===== config.mk =====
export PLATFORM = sky130hd
export DESIGN_NAME = rtts_ctrl
export DESIGN_NICKNAME = d
export VERILOG_FILES = /design/src/rtts_pkg.sv /design/src/rtts_ctrl.sv
export SDC_FILE = /design/constraint.sdc
export NUM_CORES = 1
export LEC_CHECK = 0
export CAP_MARGIN = 20
export CORE_AREA = 4 4 41 43
export CTS_CLUSTER_DIAMETER = 120
export DETAILED_ROUTE_END_ITERATION = 6
export DIE_AREA = 0 0 45 47
export DONT_BUFFER_PORTS = 1
export PLACE_DENSITY_LB_ADDON = 0.2
export SLEW_MARGIN = 20
export SYNTH_ARGS = -nofsm -noshare
export SYNTH_HDL_FRONTEND = slang
export SYNTH_SLANG_ARGS = --single-unit
export TNS_END_PERCENT = 5

===== constraint.sdc =====
create_clock -name clk -period 3.2 [get_ports clk]
set_clock_uncertainty 0.1 [all_clocks]
set_input_delay 0.32 -clock clk [delete_from_list [all_inputs] [get_ports clk]]
set_output_delay 0.32 -clock clk [all_outputs]
set_load 0.01 [all_outputs]

===== src/rtts_pkg.sv =====
// Shared constants and types of the RGBA to 4x4 tile swizzle block.
package rtts_pkg;

  localparam int COUNT_W     = 10;
  localparam int SIZE_W      = 11;
  localparam int COL_EXT_W   = 13;
  localparam int PIXEL_W     = 32;
  localparam int BYTE_W      = 8;
  localparam int PAIR_W      = 5;
  localparam int CFG_IDX_W   = 2;

  localparam int MAX_WIDTH_DEFAULT = 1024;

  localparam logic [PAIR_W-1:0] LAST_PAIR = 5'd31;

  localparam logic [CFG_IDX_W-1:0] REG_ROW_PITCH    = 2'd0;
  localparam logic [CFG_IDX_W-1:0] REG_USED_WIDTH   = 2'd1;
  localparam logic [CFG_IDX_W-1:0] REG_IMAGE_HEIGHT = 2'd2;

  localparam logic [SIZE_W-1:0] ROW_PITCH_RESET    = 11'd640;
  localparam logic [SIZE_W-1:0] USED_WIDTH_RESET   = 11'd640;
  localparam logic [SIZE_W-1:0] IMAGE_HEIGHT_RESET = 11'd32;

  typedef struct packed {
    logic              accept;
    logic              rd_en;
    logic [PAIR_W-1:0] pair;
  } cmd_t;

endpackage


===== src/rtts_ctrl.sv =====
// Controller: pixel intake and sequencing of the 32 store reads of a tile.
module rtts_ctrl (
  input  logic                clk,
  input  logic                rst,
  input  logic                in_valid,
  output logic                in_ready,
  output logic                out_valid,
  input  logic                out_ready,
  input  logic                tile_hit,
  output rtts_pkg::cmd_t      cmd
);

  localparam logic [1:0] ST_IDLE  = 2'd0;
  localparam logic [1:0] ST_EMIT  = 2'd1;
  localparam logic [1:0] ST_DRAIN = 2'd2;

  logic [1:0]                  state;
  logic [1:0]                  state_next;
  logic [rtts_pkg::PAIR_W-1:0] issue;
  logic [rtts_pkg::PAIR_W-1:0] issue_next;
  logic                        advance;

  assign advance = !out_valid || out_ready;

  always_comb begin
    state_next = state;
    issue_next = issue;
    in_ready   = 1'b0;
    cmd.accept = 1'b0;
    cmd.rd_en  = 1'b0;
    cmd.pair   = issue;
    case (state)
      ST_IDLE: begin
        in_ready   = 1'b1;
        cmd.accept = in_valid;
        if (in_valid && tile_hit) begin
          state_next = ST_EMIT;
          issue_next = '0;
        end
      end
      ST_EMIT: begin
        // The read data register doubles as the output stage, so a read is
        // issued only when the pair it holds has been taken.
        if (advance) begin
          cmd.rd_en  = 1'b1;
          issue_next = issue + 1'b1;
          if (issue == rtts_pkg::LAST_PAIR) begin
            state_next = ST_DRAIN;
          end
        end
      end
      ST_DRAIN: begin
        if (out_valid && out_ready) begin
          state_next = ST_IDLE;
        end
      end
      default: begin
        state_next = ST_IDLE;
      end
    endcase
  end

  always_ff @(posedge clk) begin
    if (rst) begin
      state     <= ST_IDLE;
      issue     <= '0;
      out_valid <= 1'b0;
    end else begin
      state <= state_next;
      issue <= issue_next;
      if (cmd.rd_en) begin
        out_valid <= 1'b1;
      end else if (out_ready) begin
        out_valid <= 1'b0;
      end
    end
  end

endmodule


==> results_dict.tcl <==
set metrics [dict create \
    port_buffers 0 \
    ys_seq_area_share_pct 36.68 \
    worstPathArrival_ns 1.16 \
    min_path_cells 1 \
    vdd_ir_drop_max_mv 0.1606 \
    dp.cells 59 \
    cts-root-buf "clkbuf_4" \
    die_area_um2 2115 \
    antenna_found_initial 0 \
    synth.avg_cell_area_um2 9.493 \
    cts_tree "built" \
    netlist_area_um2 436.7 \
    rsz0062_at_grt "false" \
    hold_class "in2reg" \
    cts_hold_repair.buffers 0 \
    rows 13 \
    clk_pin_slew_ns 0.06 \
    rrSetupSlack_ns 1.63 \
    setup_viol_count_final 0 \
    status "finished clean" \
    fin_setup_tns_ns 0 \
    finalCritPeriodShare_pct 49.23 \
    start_util_pct 33.56 \
    cts_setup_buffers 0 \
    post-place-ws_ns 1.644 \
    ys_ff_latch 8 \
    cp_data_required_time_ns 2.78 \
    yosysWarnings 0 \
    crit_type "reg2out" \
    hp-start "rst" \
    relSlewSlack_pct 76.30 \
    fp.dieH_um 47 \
    n_antenna_cell 0 \
    routedWlPerCell_um 14.48 \
    whs_endpoint "state[1]" \
    core_area_um2 1301 \
    r2r_end "state[0]" \
    grt_use_total_pct 9.264 \
    hpwlAfterDp_um 702.5 \
    numCtsBuffers 3 \
    rr_worst_depth 5 \
    finalHoldViolCount 0 \
    postCtsResizedCells 0 \
    htreeDepth 1 \
    drcViolationCount 0 \
    cts.sink_count 8 \
    cp_max_fo 10 \
    report.final.slew_viol_count 0 \
    setup_ws_ns 1.625 \
    tightest_slew_ns 0.3550 \
    clockBufferDepth 2 \
    gp_congestion 0.7436 \
    startpoint_type "register" \
    drive_gt1_share_pct 17.02 \
    ant_nets 0 \
    drt_iter0_markers 2 \
    dr.pass1.iters 4 \
    final_nets 56 \
    die_w_um 45 \
    mostFrequentLayoutCells "dfxtp_1 (8), a21oi_1 (7), nand3_1 (3), clkbuf_4 (3)" \
    r2r-start "issue[0]" \
    min_period_ns 1.575 \
    syn_to_final_growth_pct 6.877 \
    p_leak_uw 0.0001666 \
    syn_nets 53 \
    dr_total_vias 357 \
    crit_path_end_kind "primary output" \
    nFillCells 147 \
    synth_cell_type_count 25 \
    netlist_instances 46 \
    grt_pass1_wl_um 1352 \
    layout_commonest_cell "dfxtp_1" \
    wl_um 898 \
    maxCapViolCount 0 \
    viasPerCell 5.758 \
    insertion_delay_ns 0.25 \
    stdcell_count 62 \
    grt_max_degree 11 \
    grt_pass1_vias 306 \
    fmax_mhz 634.8 \
    post-route-util_pct 35.87 \
    ios 14 \
    power_density_nw_per_um2 438.2 \
    gr-total-overflow 0 \
]
[stage by stage]
stage          instance area (µm²)  power [µW]  hold slack, ns
6_report                     466.7       204.5         0.02929
3_3_place_gp                 444.2       130.3          0.2904
2_1_floorplan                436.7       129.2          0.3844
5_1_grt                      466.7       216.6         0.01464
3_5_place_dp                 444.2       130.7          0.2909
4_1_cts                      466.7       208.4         0.02168
[kinds of logic after synthesis]
logic type | share of synthesized area [%]
AO/OA/AOI/OAI | 24.07
AND/OR/NAND/NOR | 30.09
adder cells (fa/ha/maj) | 5.730
buffers and inverters | 3.437
flip-flops | 36.68
[metal layers]
layer | routed length [µm] | track usage [%] | vias to the layer above
met5 | 0 | 0 | -
met4 | 13 | 8.772 | 0
met3 | 91 | 4.215 | 2
met2 | 422 | 14.12 | 8
met1 | 371 | 9.382 | 169
li1 | - | - | 178
[worst max-delay path: stages (launching register included)]
cell	delay, ns
dfxtp_1	0.53
nor2_1	0.15
and2_1	0.22
[Yosys cell counts]
cell       count  area share, %
dfxtp_1        8             37
a21oi_1        7            8.0
nand3_1        3            3.4
and3_1         2            2.9
ha_1           2            5.7
nand2_1        2            1.7
nand2b_4       2            6.3
nor2_1         2            1.7
o211ai_1       2            3.4
a211oi_1       1            1.7
a311oi_1       1            2.0
a311oi_2       1            3.4
a31oi_1        1            1.4
and2_1         1            1.4
and2b_1        1            1.7
buf_1          1           0.86
buf_4          1            1.7
inv_1          1           0.86
nand4b_1       1            2.0
nand4bb_1      1            2.6
nor2b_4        1            3.2
nor4_1         1            1.4
o21ai_2        1            2.0
o31a_1         1            2.0
or2b_1         1            1.7
[sequential cells by signal, summed over array words and instances (netlist names)]
| register | count |
|---|---|
| issue | 5 |
| out_valid | 1 |
| state | 2 |
[power breakdown]
part / switching [µW] / internal [µW] / total [µW]
clock network: 33.2 / 42.8 / 76.0
registers: 6.50 / 103 / 109
logic: 11.0 / 8.28 / 19.3
[worst max-delay path by stage]
| stage | from | endpoint | slack, ns | cells past startpoint |
|---|---|---|---|---|
| CTS | state[0] | cmd[6] | 1.62 | 2 |
| floorplan | issue[0] | state[0] | 1.75 | 5 |
| detailed placement | issue[0] | state[0] | 1.64 | 5 |
| finish | state[0] | cmd[6] | 1.62 | 2 |
| global route | issue[0] | state[0] | 1.54 | 5 |
| global placement | issue[0] | state[0] | 1.70 | 5 |
[area by class of cell]
| class | instances | area [µm²] | share of cell area, % |
|---|---|---|---|
| Inverter | 1 | 3.754 | 0.8043 |
| Tap cell | 15 | 18.77 | 4.021 |
| Sequential cell | 8 | 160.2 | 34.32 |
| Multi-Input combinational cell | 35 | 261.5 | 56.03 |
| Clock buffer | 3 | 22.52 | 4.826 |
No activity file was read; power rests on OpenSTA's default activity.
